==> src/hw/rtl/tsps_pkg.sv <==
`default_nettype none
package tsps_pkg;
    localparam int SLOTS_DEF  = 16;
    localparam int GROUPS_DEF = 4;
    localparam int FUNC_W = 3;
    localparam int PRIO_W = 32;
    localparam int GID_W  = 2;
    localparam int SID_W  = 4;
    localparam int STAT_W = 3;
    localparam int CNT_W  = 5;
    localparam int QDEPTH = 2;

    typedef enum logic [2:0] {
        F_CREATE = 3'd0, F_PICK = 3'd1, F_RESUME_ID = 3'd2, F_YIELD = 3'd3,
        F_FINISH = 3'd4, F_GROUP_OPEN = 3'd5, F_GROUP_PARK = 3'd6,
        F_RESUME_DONE = 3'd7
    } t_func;

    typedef enum logic [2:0] {
        ST_OK = 3'd0, ST_NOTRUN = 3'd1, ST_NOSLOT = 3'd2, ST_NOGROUP = 3'd3,
        ST_PENDING = 3'd4, ST_BADGROUP = 3'd5
    } t_status;

    typedef enum logic [1:0] {
        M_IDLE = 2'd0, M_READY = 2'd1, M_RUN = 2'd2, M_SUSP = 2'd3
    } t_mode;

    typedef struct packed {
        logic [FUNC_W-1:0] func;
        logic [PRIO_W-1:0] priority_req;
        logic              group_valid;
        logic [GID_W-1:0]  group_id;
        logic [SID_W-1:0]  slot_id;
    } t_cmd;

    typedef struct packed {
        logic [STAT_W-1:0] status;
        logic [SID_W-1:0]  slot_out;
        logic [GID_W-1:0]  group_out;
        logic              any_idle;
        logic              any_busy;
        logic [CNT_W-1:0]  active_tasks;
    } t_res;
endpackage
`default_nettype wire

==> src/hw/rtl/tsps_if.sv <==
`default_nettype none
interface tsps_cmd_if;
    logic valid;
    logic ready;
    tsps_pkg::t_cmd data;
    modport source (output valid, output data, input ready);
    modport sink (input valid, input data, output ready);
endinterface

interface tsps_res_if;
    logic valid;
    logic ready;
    tsps_pkg::t_res data;
    modport source (output valid, output data, input ready);
    modport sink (input valid, input data, output ready);
endinterface
`default_nettype wire

==> src/hw/rtl/tsps_front.sv <==
`default_nettype none
// accepts transactions into a short queue for the scheduling engine
module tsps_front (
    input  wire             i_clk,
    input  wire             i_rst_n,
    tsps_cmd_if.sink        i_cmd,
    output tsps_pkg::t_cmd  o_cmd,
    output logic            o_valid,
    input  wire             i_take
);
    import tsps_pkg::*;
    t_cmd       r_q [QDEPTH];
    logic       r_wp, r_rp;
    logic [1:0] r_fill;
    logic       push, pop;

    assign i_cmd.ready = (r_fill != 2'(QDEPTH));
    assign push = i_cmd.valid && i_cmd.ready;
    assign pop  = i_take && o_valid;
    assign o_valid = (r_fill != 2'd0);
    assign o_cmd = r_q[r_rp];

    // queue storage
    always_ff @(posedge i_clk) begin
        if (push) r_q[r_wp] <= i_cmd.data;
    end

    // queue pointers
    always_ff @(posedge i_clk) begin
        if (!i_rst_n) begin
            r_wp <= 1'b0; r_rp <= 1'b0; r_fill <= 2'd0;
        end else begin
            if (push) r_wp <= ~r_wp;
            if (pop) r_rp <= ~r_rp;
            r_fill <= r_fill + 2'(push) - 2'(pop);
        end
    end

`ifndef SYNTHESIS
    a_fill: assert property (@(posedge i_clk) disable iff (!i_rst_n)
        r_fill <= 2'(QDEPTH)) else $error("queue overfilled");
    a_empty_pop: assert property (@(posedge i_clk) disable iff (!i_rst_n)
        (r_fill == 2'd0) |-> !pop) else $error("pop from empty queue");
    a_full_step: assert property (@(posedge i_clk) disable iff (!i_rst_n)
        (push && !pop) |=> (r_fill == $past(r_fill) + 2'd1)) else $error("fill slip");
`endif
endmodule
`default_nettype wire

==> src/hw/rtl/tsps_back.sv <==
`default_nettype none
// scheduling engine: slot search over cycles, then one update, then result
module tsps_back #(
    parameter int SLOTS  = tsps_pkg::SLOTS_DEF,
    parameter int GROUPS = tsps_pkg::GROUPS_DEF
) (
    input  wire             i_clk,
    input  wire             i_rst_n,
    input  wire             i_cfg_we,
    input  wire [4:0]       i_cfg_data,
    input  wire tsps_pkg::t_cmd i_cmd,
    input  wire             i_valid,
    output logic            o_take,
    tsps_res_if.source      o_res
);
    import tsps_pkg::*;
    localparam int SW = $clog2(SLOTS);
    localparam int GW = (GROUPS > 1) ? $clog2(GROUPS) : 1;
    localparam int NW = $clog2(SLOTS + 1);
    localparam int QW = $clog2(GROUPS + 1);

    typedef enum logic [3:0] {
        S_IDLE = 4'b0001, S_SCAN = 4'b0010, S_EXEC = 4'b0100, S_OUT = 4'b1000
    } t_state;

    t_state r_state;
    t_cmd   r_cmd;
    logic [4:0] r_cnt_cfg;
    logic [1:0]        r_mode [SLOTS];
    logic [PRIO_W-1:0] r_prio [SLOTS];
    logic [GW-1:0]     r_sgrp [SLOTS];
    logic [SLOTS-1:0]  r_linked, r_parked;
    logic [1:0]        r_gmode [GROUPS];
    logic [SW-1:0]     r_gown [GROUPS];
    logic [SLOTS-1:0]  r_gmem [GROUPS], r_gfin [GROUPS];
    logic [SW-1:0]     r_run;
    logic              r_runv;
    logic [CNT_W-1:0]  r_tasks;
    logic [SW-1:0]     r_dq [GROUPS];
    logic [QW-1:0]     r_dqn;
    // scan results
    logic [SW-1:0]     r_idx;
    logic [SW-1:0]     r_best;
    logic [PRIO_W-1:0] r_bprio;
    logic              r_bfound, r_bpark, r_pend;
    logic [SW-1:0]     r_free;
    logic              r_freev;
    t_res              r_res;
    logic              r_ovalid;

    // used slot count, clamped
    logic [NW-1:0] used_n;
    always_comb begin
        if (r_cnt_cfg == 5'd0) used_n = NW'(1);
        else if (32'(r_cnt_cfg) > SLOTS) used_n = NW'(SLOTS);
        else used_n = NW'(r_cnt_cfg);
    end

    // per slot: ready to run when a parked owner's group is done
    logic [SLOTS-1:0] s_ready;
    always_comb begin
        for (int s = 0; s < SLOTS; s++) begin
            s_ready[s] = 1'b0;
            for (int g = 0; g < GROUPS; g++)
                if (r_gmode[g] == M_RUN && r_gown[g] == SW'(s) &&
                    (r_gmem[g] & ~r_gfin[g]) == '0)
                    s_ready[s] = 1'b1;
        end
    end

    // groups owned by running task, lowest idle group, running group owned by best slot
    logic [GROUPS-1:0] own_open;
    logic [GW-1:0] open_g, idle_g, park_g;
    logic open_hit, idle_hit, park_hit;
    always_comb begin
        open_hit = 1'b0; idle_hit = 1'b0; park_hit = 1'b0;
        open_g = '0; idle_g = '0; park_g = '0;
        for (int g = GROUPS-1; g >= 0; g--) begin
            own_open[g] = r_gmode[g] == M_READY && r_gown[g] == r_run;
            if (own_open[g]) begin open_hit = 1'b1; open_g = GW'(g); end
            if (r_gmode[g] == M_IDLE) begin idle_hit = 1'b1; idle_g = GW'(g); end
        end
        for (int g = GROUPS-1; g >= 0; g--)
            if (r_gmode[g] == M_RUN && r_gown[g] == r_best) begin
                park_hit = 1'b1; park_g = GW'(g);
            end
    end

    logic [SW-1:0] cur;
    logic cur_runnable, cur_pk;
    assign cur = r_idx;
    assign cur_runnable = (r_mode[cur] == M_READY || r_mode[cur] == M_SUSP) &&
                          !(r_parked[cur] && !s_ready[cur]);
    assign cur_pk = r_parked[cur];

    logic id_ok_g;
    assign id_ok_g = (32'(r_cmd.group_id) < GROUPS);
    logic [GW-1:0] gid;
    assign gid = GW'(r_cmd.group_id);
    logic gid_own_open;
    assign gid_own_open = id_ok_g && r_gmode[gid] == M_READY && r_gown[gid] == r_run;

    assign o_take = (r_state == S_IDLE) && i_valid;
    assign o_res.valid = r_ovalid;
    assign o_res.data  = r_res;

    // flags after the update
    logic f_idle, f_busy;
    always_comb begin
        f_idle = 1'b0; f_busy = r_runv;
        for (int s = 0; s < SLOTS; s++)
            if (NW'(s) < used_n) begin
                if (r_mode[s] == M_IDLE) f_idle = 1'b1;
                else f_busy = 1'b1;
            end
    end

    always_ff @(posedge i_clk) begin
        if (!i_rst_n) begin
            r_state <= S_IDLE; r_ovalid <= 1'b0; r_cnt_cfg <= 5'd16;
            r_runv <= 1'b0; r_run <= '0; r_tasks <= '0; r_dqn <= '0;
            r_linked <= '0; r_parked <= '0;
            for (int s = 0; s < SLOTS; s++) r_mode[s] <= M_IDLE;
            for (int g = 0; g < GROUPS; g++) begin
                r_gmode[g] <= M_IDLE; r_gmem[g] <= '0; r_gfin[g] <= '0;
            end
        end else begin
            if (i_cfg_we) r_cnt_cfg <= i_cfg_data;
            if (o_res.valid && o_res.ready) r_ovalid <= 1'b0;
            case (r_state)
                S_IDLE: begin
                    if (i_valid) begin
                        r_cmd <= i_cmd; r_idx <= '0; r_bfound <= 1'b0;
                        r_pend <= 1'b0; r_freev <= 1'b0; r_bpark <= 1'b1;
                        r_state <= S_SCAN;
                    end
                end
                // one slot per cycle: lowest idle and best pick candidate; resume events skip the scan
                S_SCAN: begin
                    if (r_cmd.func == F_RESUME_ID) begin
                        r_best <= SW'(r_cmd.slot_id);
                        r_state <= S_EXEC;
                    end else if (r_cmd.func == F_RESUME_DONE) begin
                        r_best <= r_dq[0];
                        r_state <= S_EXEC;
                    end else begin
                        if (NW'(cur) < used_n) begin
                            if (r_mode[cur] == M_IDLE && !r_freev) begin
                                r_freev <= 1'b1; r_free <= cur;
                            end
                            if ((r_mode[cur] == M_READY || r_mode[cur] == M_SUSP) &&
                                cur_pk && !s_ready[cur]) r_pend <= 1'b1;
                            if (cur_runnable && (!r_bfound || (r_bpark && !cur_pk) ||
                                (r_bpark == cur_pk && r_prio[cur] < r_bprio))) begin
                                r_bfound <= 1'b1; r_best <= cur;
                                r_bprio <= r_prio[cur]; r_bpark <= cur_pk;
                            end
                        end
                        if (32'(cur) == SLOTS-1 || NW'(cur) + NW'(1) >= used_n)
                            r_state <= S_EXEC;
                        else r_idx <= cur + SW'(1);
                    end
                end
                S_EXEC: begin
                    if (!r_ovalid) begin
                        logic [STAT_W-1:0] st;
                        logic [SID_W-1:0]  so;
                        logic [GID_W-1:0]  go;
                        logic              start;
                        logic              rmq;
                        logic [SW-1:0]     j;
                        st = ST_OK; so = '0; go = '0; start = 1'b0; rmq = 1'b0;
                        j = '0;
                        case (t_func'(r_cmd.func))
                            F_CREATE: begin
                                if (r_cmd.group_valid && !(gid_own_open && r_runv))
                                    st = ST_BADGROUP;
                                else if (!r_freev) st = ST_NOSLOT;
                                else begin
                                    r_mode[r_free] <= M_READY;
                                    r_prio[r_free] <= r_cmd.priority_req;
                                    r_linked[r_free] <= r_cmd.group_valid;
                                    r_sgrp[r_free] <= r_cmd.group_valid ? gid : '0;
                                    r_parked[r_free] <= 1'b0;
                                    if (r_cmd.group_valid) begin
                                        r_gmem[gid][r_free] <= 1'b1;
                                        r_gfin[gid][r_free] <= 1'b0;
                                    end
                                    r_tasks <= r_tasks + CNT_W'(1);
                                    so = SID_W'(r_free);
                                end
                            end
                            F_PICK: begin
                                if (r_runv) st = ST_NOTRUN;
                                else if (!r_bfound) st = r_pend ? ST_PENDING : ST_NOTRUN;
                                else begin start = 1'b1; so = SID_W'(r_best); end
                            end
                            F_RESUME_ID: begin
                                if (r_runv || 32'(r_cmd.slot_id) >= 32'(used_n) ||
                                    (r_mode[r_best] != M_READY &&
                                     r_mode[r_best] != M_SUSP)) st = ST_NOTRUN;
                                else if (r_parked[r_best] && !s_ready[r_best])
                                    st = ST_PENDING;
                                else begin start = 1'b1; so = SID_W'(r_best); end
                            end
                            F_YIELD: begin
                                if (!r_runv) st = ST_NOTRUN;
                                else begin
                                    r_mode[r_run] <= M_SUSP; r_runv <= 1'b0;
                                    so = SID_W'(r_run);
                                end
                            end
                            F_FINISH: begin
                                if (!r_runv) st = ST_NOTRUN;
                                else begin
                                    logic [SLOTS-1:0] lk;
                                    lk = r_linked;
                                    if (open_hit) begin
                                        lk = lk & ~r_gmem[open_g];
                                        r_gmode[open_g] <= M_IDLE;
                                        r_gmem[open_g] <= '0;
                                        r_gfin[open_g] <= '0;
                                    end
                                    if (lk[r_run]) begin
                                        j = r_gown[r_sgrp[r_run]];
                                        if (!(open_hit && open_g == r_sgrp[r_run])) begin
                                            r_gfin[r_sgrp[r_run]][r_run] <= 1'b1;
                                            if (r_gmode[r_sgrp[r_run]] == M_RUN &&
                                                (r_gmem[r_sgrp[r_run]] &
                                                 ~(r_gfin[r_sgrp[r_run]] |
                                                   (SLOTS'(1) << r_run))) == '0 &&
                                                32'(r_dqn) < GROUPS) begin
                                                r_dq[GW'(r_dqn)] <= j;
                                                r_dqn <= r_dqn + QW'(1);
                                            end
                                        end
                                    end
                                    lk[r_run] = 1'b0;
                                    r_linked <= lk;
                                    r_mode[r_run] <= M_IDLE;
                                    r_parked[r_run] <= 1'b0;
                                    if (r_tasks != '0) r_tasks <= r_tasks - CNT_W'(1);
                                    r_runv <= 1'b0;
                                    so = SID_W'(r_run);
                                end
                            end
                            F_GROUP_OPEN: begin
                                if (!r_runv) st = ST_NOTRUN;
                                else if (open_hit) st = ST_BADGROUP;
                                else if (!idle_hit) st = ST_NOGROUP;
                                else begin
                                    r_gmode[idle_g] <= M_READY;
                                    r_gown[idle_g] <= r_run;
                                    r_gmem[idle_g] <= '0; r_gfin[idle_g] <= '0;
                                    go = GID_W'(idle_g);
                                end
                            end
                            F_GROUP_PARK: begin
                                if (!r_runv) st = ST_NOTRUN;
                                else if (!gid_own_open) st = ST_BADGROUP;
                                else begin
                                    r_gmode[gid] <= M_RUN;
                                    r_mode[r_run] <= M_SUSP;
                                    r_parked[r_run] <= 1'b1;
                                    r_runv <= 1'b0;
                                    if ((r_gmem[gid] & ~r_gfin[gid]) == '0 &&
                                        32'(r_dqn) < GROUPS) begin
                                        r_dq[GW'(r_dqn)] <= r_run;
                                        r_dqn <= r_dqn + QW'(1);
                                    end
                                    so = SID_W'(r_run);
                                end
                            end
                            default: begin
                                if (r_runv || r_dqn == '0) st = ST_NOTRUN;
                                else if (r_mode[r_best] != M_SUSP || !r_parked[r_best] ||
                                         !s_ready[r_best]) begin
                                    st = ST_NOTRUN; rmq = 1'b1;
                                end else begin start = 1'b1; so = SID_W'(r_best); end
                            end
                        endcase
                        if (start) begin
                            if (r_parked[r_best]) begin
                                if (park_hit) begin
                                    r_gmode[park_g] <= M_IDLE;
                                    r_gmem[park_g] <= '0; r_gfin[park_g] <= '0;
                                end
                                r_parked[r_best] <= 1'b0;
                                rmq = 1'b1;
                            end
                            r_mode[r_best] <= M_RUN;
                            r_run <= r_best; r_runv <= 1'b1;
                        end
                        // remove all queue entries equal to r_best
                        if (rmq) begin
                            logic [QW-1:0] k;
                            k = '0;
                            for (int q = 0; q < GROUPS; q++)
                                if (QW'(q) < r_dqn && r_dq[q] != r_best) begin
                                    r_dq[GW'(k)] <= r_dq[q];
                                    k = k + QW'(1);
                                end
                            r_dqn <= k;
                        end
                        r_res.status <= st; r_res.slot_out <= so; r_res.group_out <= go;
                        // a task running before the event counts as busy
                        r_res.any_busy <= r_runv;
                        r_state <= S_OUT;
                    end
                end
                S_OUT: begin
                    r_res.any_idle <= f_idle;
                    r_res.any_busy <= r_res.any_busy | f_busy;
                    r_res.active_tasks <= r_tasks;
                    r_ovalid <= 1'b1;
                    r_state <= S_IDLE;
                end
                default: r_state <= S_IDLE;
            endcase
        end
    end

`ifndef SYNTHESIS
    a_onehot: assert property (@(posedge i_clk) disable iff (!i_rst_n)
        $onehot(r_state)) else $error("state not one-hot");
    a_take: assert property (@(posedge i_clk) disable iff (!i_rst_n)
        o_take |=> (r_state == S_SCAN)) else $error("take without scan");
    a_tasks: assert property (@(posedge i_clk) disable iff (!i_rst_n)
        32'(r_tasks) <= SLOTS) else $error("task count overflow");
    a_dq: assert property (@(posedge i_clk) disable iff (!i_rst_n)
        32'(r_dqn) <= GROUPS) else $error("done queue overflow");
`endif
endmodule
`default_nettype wire

==> src/hw/rtl/task_slot_priority_scheduler_unit.sv <==
// task slot priority scheduler
// i_cmd: one scheduling event per transaction (func, priority_req, group_valid,
//   group_id, slot_id), valid/ready handshake
// o_res: exactly one result per event (status, slot_out, group_out, any_idle,
//   any_busy, active_tasks), valid/ready handshake
// i_cfg_we / i_cfg_data: slot_count register, write only while idle
// a two-entry queue holds events while the engine works
// an input transaction enters the queue and is taken into the engine; the
//   scan then visits each used slot, and an update step and a flag step
//   register the result; resume events pass the scan state without
//   visiting slots
// the engine works on one event at a time; the queue takes new events meanwhile
// reset: all slots and groups idle, no running task, slot_count 16
// a stalled result holds the engine before its update; the input queue then
//   fills and drops ready
`default_nettype none
module task_slot_priority_scheduler_unit #(
    parameter int SLOTS  = tsps_pkg::SLOTS_DEF,
    parameter int GROUPS = tsps_pkg::GROUPS_DEF
) (
    input  wire        i_clk,
    input  wire        i_rst_n,
    input  wire        i_cfg_we,
    input  wire [4:0]  i_cfg_data,
    tsps_cmd_if.sink   i_cmd,
    tsps_res_if.source o_res
);
    import tsps_pkg::*;
    t_cmd q_cmd;
    logic q_valid, take;

    tsps_front u_front (
        .i_clk(i_clk), .i_rst_n(i_rst_n), .i_cmd(i_cmd),
        .o_cmd(q_cmd), .o_valid(q_valid), .i_take(take)
    );

    tsps_back #(.SLOTS(SLOTS), .GROUPS(GROUPS)) u_back (
        .i_clk(i_clk), .i_rst_n(i_rst_n), .i_cfg_we(i_cfg_we),
        .i_cfg_data(i_cfg_data), .i_cmd(q_cmd), .i_valid(q_valid),
        .o_take(take), .o_res(o_res)
    );
endmodule
`default_nettype wire

==> src/flat_wrapper.sv <==
// flat-port wrapper written by rule: the top's interface ports become plain ports
module task_slot_priority_scheduler_unit_flat import tsps_pkg::*;
#(
    parameter int SLOTS  = tsps_pkg::SLOTS_DEF,
    parameter int GROUPS = tsps_pkg::GROUPS_DEF
)
  (i_clk, i_rst_n, i_cfg_we, i_cfg_data, i_cmd_valid, i_cmd_data, i_cmd_ready, o_res_valid, o_res_data, o_res_ready);
  tsps_cmd_if i_cmd_i ();
  tsps_res_if o_res_i ();
  input  wire i_clk;
  input  wire i_rst_n;
  input  wire i_cfg_we;
  input  wire [4:0] i_cfg_data;
  input wire logic [$bits(i_cmd_i.valid)-1:0] i_cmd_valid;
  input wire logic [$bits(i_cmd_i.data)-1:0] i_cmd_data;
  output wire logic [$bits(i_cmd_i.ready)-1:0] i_cmd_ready;
  output wire logic [$bits(o_res_i.valid)-1:0] o_res_valid;
  output wire logic [$bits(o_res_i.data)-1:0] o_res_data;
  input wire logic [$bits(o_res_i.ready)-1:0] o_res_ready;
  assign i_cmd_i.valid = i_cmd_valid;
  assign i_cmd_i.data = i_cmd_data;
  assign i_cmd_ready = i_cmd_i.ready;
  assign o_res_valid = o_res_i.valid;
  assign o_res_data = o_res_i.data;
  assign o_res_i.ready = o_res_ready;
  task_slot_priority_scheduler_unit #(.SLOTS(SLOTS), .GROUPS(GROUPS)) u_core (.i_clk(i_clk), .i_rst_n(i_rst_n), .i_cfg_we(i_cfg_we), .i_cfg_data(i_cfg_data), .i_cmd(i_cmd_i), .o_res(o_res_i));
endmodule
==> config.mk <==
export PLATFORM = sky130hd
export DESIGN_NAME = task_slot_priority_scheduler_unit_flat
export DESIGN_NICKNAME = d
export VERILOG_FILES = /design/src/hw/rtl/tsps_pkg.sv /design/src/hw/rtl/tsps_if.sv /design/src/hw/rtl/tsps_front.sv /design/src/hw/rtl/tsps_back.sv /design/src/hw/rtl/task_slot_priority_scheduler_unit.sv /design/src/flat_wrapper.sv
export SDC_FILE = /design/constraint.sdc
export NUM_CORES = 2
export LEC_CHECK = 0
export ABC_AREA = 1
export BUFFER_PORTS_ARGS = -buffer_cell sky130_fd_sc_hd__buf_2
export CAP_MARGIN = 5
export CORE_ASPECT_RATIO = 1.25
export CORE_UTILIZATION = 45
export DETAILED_ROUTE_END_ITERATION = 8
export GPL_TIMING_DRIVEN = 0
export PLACE_DENSITY = 0.67
export SYNTH_ARGS = -nofsm -noshare
export SYNTH_HDL_FRONTEND = slang
export SYNTH_HIERARCHICAL = 1
export SYNTH_SLANG_ARGS = --single-unit
==> constraint.sdc <==
create_clock -name i_clk -period 7.7 [get_ports i_clk]
set_input_delay 1.54 -clock i_clk [delete_from_list [all_inputs] [get_ports i_clk]]
set_output_delay 1.54 -clock i_clk [all_outputs]
set_load 0.01 [all_outputs]
==> impl_metrics.toml <==
[logic_synthesis]
synth_top_area_frac = 0.5316
ys_ff_latch = 1008
syn_nets = 5186
synth_edf_count = 870
synth_cell_types = 63
synth-seq-area-share = 0.5878
synth_area_mm2 = 0.04914
synthFlopType = "edfxtp_1"
synth_top_cell_by_area = "edfxtp_1"
netlist_instances = 5073
synth.avg_cell_area_um2 = 9.687
ys_async_sr_fraction = 0
synth_area_leaders = "edfxtp_1, nand2_1, dfxtp_1, inv_1, o21ai_0"
yosysWarnings = 6

[timing]
slew_viol_final = 0
finalCritPeriodShare = 0.9320
finalHoldViolCount = 0
fmax_mhz = 139.3
period_needed_ps = 7176
setup_viol = 0
tightest_slew_ps = 1309
rsz0062_at_grt = "false"
slew_headroom = 0.1274
finClkSkew_ps = 68.96
timing.setup.tns_ps = 0

[power]
power_leakage_uw = 0.02094
power.density_mw_per_mm2 = 298.3
peakVddDrop_uv = 198.5

[route]
drc_errors = 0
drt_iter0_drc = 4420
vias = 39720
wl_per_cell_um = 26.12
ant_nets = 0
finalWirelength_um = 177500
vias_per_cell = 5.847
firstDrtPassIters = 8

[clock_tree]
holdBufCountCts = 0
htree_num_levels = 3
cts_setup_buffers = 0
cts_root_buffer = "clkbuf_16"
clock_path_buffers = 3
worstSkewPairLatency_ps = 750
cts_tree = "yes"
post_cts_resize_count = 0
cts_buffers = 97
cts.clk_slew.worst_paths_ps = 70
cts_sinks = 1008

[flow_run]
cap_violations = 0

[floorplan]
dieHeight_um = 371.5
io_pins = 70
dieArea_mm2 = 0.1105
start_util = 0.4539
core_area_mm2 = 0.1083
dieWidth_um = 297.6
rows = 135

[critical_path]
critPathMaxFanout = 10
crit_required_ps = 8290
cp_slowest_cell = "clkbuf_1"
crit_arrival_ps = 7760
path_common_cell = "nand2_1"
path_class = "register to register"
start_kind = "register"
path_cells = "clkbuf_1, clkbuf_1, clkbuf_1, clkbuf_1, mux2i_1, o211ai_1, o211ai_1, nand2_1, ha_1, nand2_1, nor2_1, nand4_1, nor4_1, o21ai_0, nand3_1, nand3b_1, nand2_1, nand2_1, nand2_1, inv_1, nand2_1, nand2_1"
critPathMaxStageDelay_ps = 910
end_kind = "register"

[cells_and_area]
layout_common_cells = "nand2_1, edfxtp_1, inv_1, nor2_1, o21ai_0"
finalNonFillerCells = 6794
final_nets = 5387
final_common_cell = "nand2_1"
fin_area_mm2 = 0.05553
layout-drive-gt1-share = 0.08777
syn2layout_area_growth_pct = 13.01

[global_route]
grt_pass1_wl_um = 253500
antenna_found_initial = 4
grt_pass1_vias = 37880
grt_use_total = 0.3153
overflow = 0
grt_start_max_net_pins = 32

[placed_design]
gp_congestion = 1.042
place_hpwl_um = 131500
io_buffers = 69
placed_cells = 6612
placed_area_mm2 = 0.05211

[run_status]
status = "finished, final reports clean"

[worst_hold_path]
hp-class = "register to register"
Yosys cell counts (7+ instances only):
master,number
nand2_1,1098
edfxtp_1,870
inv_1,564
nor2_1,462
o21ai_0,354
nand3_1,321
a21oi_1,274
o211ai_1,173
dfxtp_1,138
clkbuf_1,127
mux2i_1,124
ha_1,60
buf_2,45
mux2_4,40
nor3_1,37
nand4_1,34
buf_1,29
o22ai_1,29
a31oi_1,26
o21ai_1,25
nor2_2,23
inv_2,19
xnor2_1,17
o2111ai_1,16
buf_4,15
xor2_1,13
nor2_4,11
a22oi_1,10
nand2_2,9
nor4_1,9
a221oi_1,8
o221ai_1,7
registers in the layout (all words and copies together) (netlist names), 5 cells and up, named ones only:
name                      flops
u_core/u_back/r_sgrp         32
u_core/u_back/r_bprio        32
u_core/u_back/o_res.data     16
u_core/u_back/r_cnt_cfg       5
u_core/u_back/r_parked       16
u_core/u_back/r_cmd          40
u_core/u_back/r_gown         16
u_core/u_back/r_gmode         8
u_core/u_back/r_gmem         64
u_core/u_back/r_linked       16
u_core/u_back/r_tasks         5
u_core/u_back/r_mode         32
u_core/u_front/r_q           84
u_core/u_back/r_dq           16
u_core/u_back/r_gfin         64
u_core/u_back/r_prio        512
logic make-up after synthesis:
logic type	count (synthesis)	share of synthesized area
simple gates	2038	0.1739
flops	1008	0.5878
compound gates	960	0.1133
buf+inv	810	0.06594
mux	166	0.03794
fa+ha+maj	61	0.01568
xor+xnor	30	0.005347
stage by stage:
stage | hold slack (ps) | power, uW | utilization | setup WS (ps)
finish | 450.1 | 16570 | 0.5129 | 523.6
global route | 461.0 | 17150 | 0.5129 | 306.0
CTS | 452.4 | 16520 | 0.5128 | 517.0
detailed placement | 438.3 | 11430 | 0.4812 | 592.5
global placement | 430.6 | 11330 | 0.4737 | -3909
floorplan | 418.8 | 9632 | - | 1832
final timing paths:
kind	cells past startpoint	slack, ps	end	from
min reg2reg	2	450	u_core/u_back/r_gfin[3][10]$_DFF_P_	u_core/u_back/r_gfin[3][10]$_DFF_P_
max reg2reg	22	520	register	register
max	22	520	register	register
min	2	450	u_core/u_back/r_gfin[3][10]$_DFF_P_	u_core/u_back/r_gfin[3][10]$_DFF_P_
metal layers:
layer / GRT usage / part of all wire / vias up
met1: 0.3682 / 0.37 / 19130
met4: 0.2224 / 0.077 / 10
met5: 0.002165 / 0.00051 / -
li1: - / - / 17910
met3: 0.04961 / 0.077 / 559
met2: 0.5319 / 0.48 / 2118
power by group:
group          switching [uW]  total, uW  internal (uW)
Sequential                443       7020           6570
Clock                    2230       5120           2880
Combinational            3080       4440           1350
layout make-up:
| cell class | instances | area, um^2 |
|---|---|---|
| Fill cell | 9791 | 52740 |
| Sequential cell | 1008 | 28890 |
| Multi-Input combinational cell | 3255 | 17150 |
| Clock buffer | 116 | 2551 |
| Inverter | 587 | 2203 |
| Tap cell | 1438 | 1799 |
| Buffer | 223 | 1039 |
| Timing Repair Buffer | 102 | 1036 |
| Clock inverter | 64 | 862.1 |
| Antenna cell | 1 | 2.502 |
worst max-delay path: cells and delay by family (launching register included):
family          cells  cell delay (ps)
compound gates      3              710
fa+ha+maj           1              280
buf+inv             5             3040
flops               1              420
mux                 1              320
simple gates       12             2220
(Power assumes the default switching activity.)
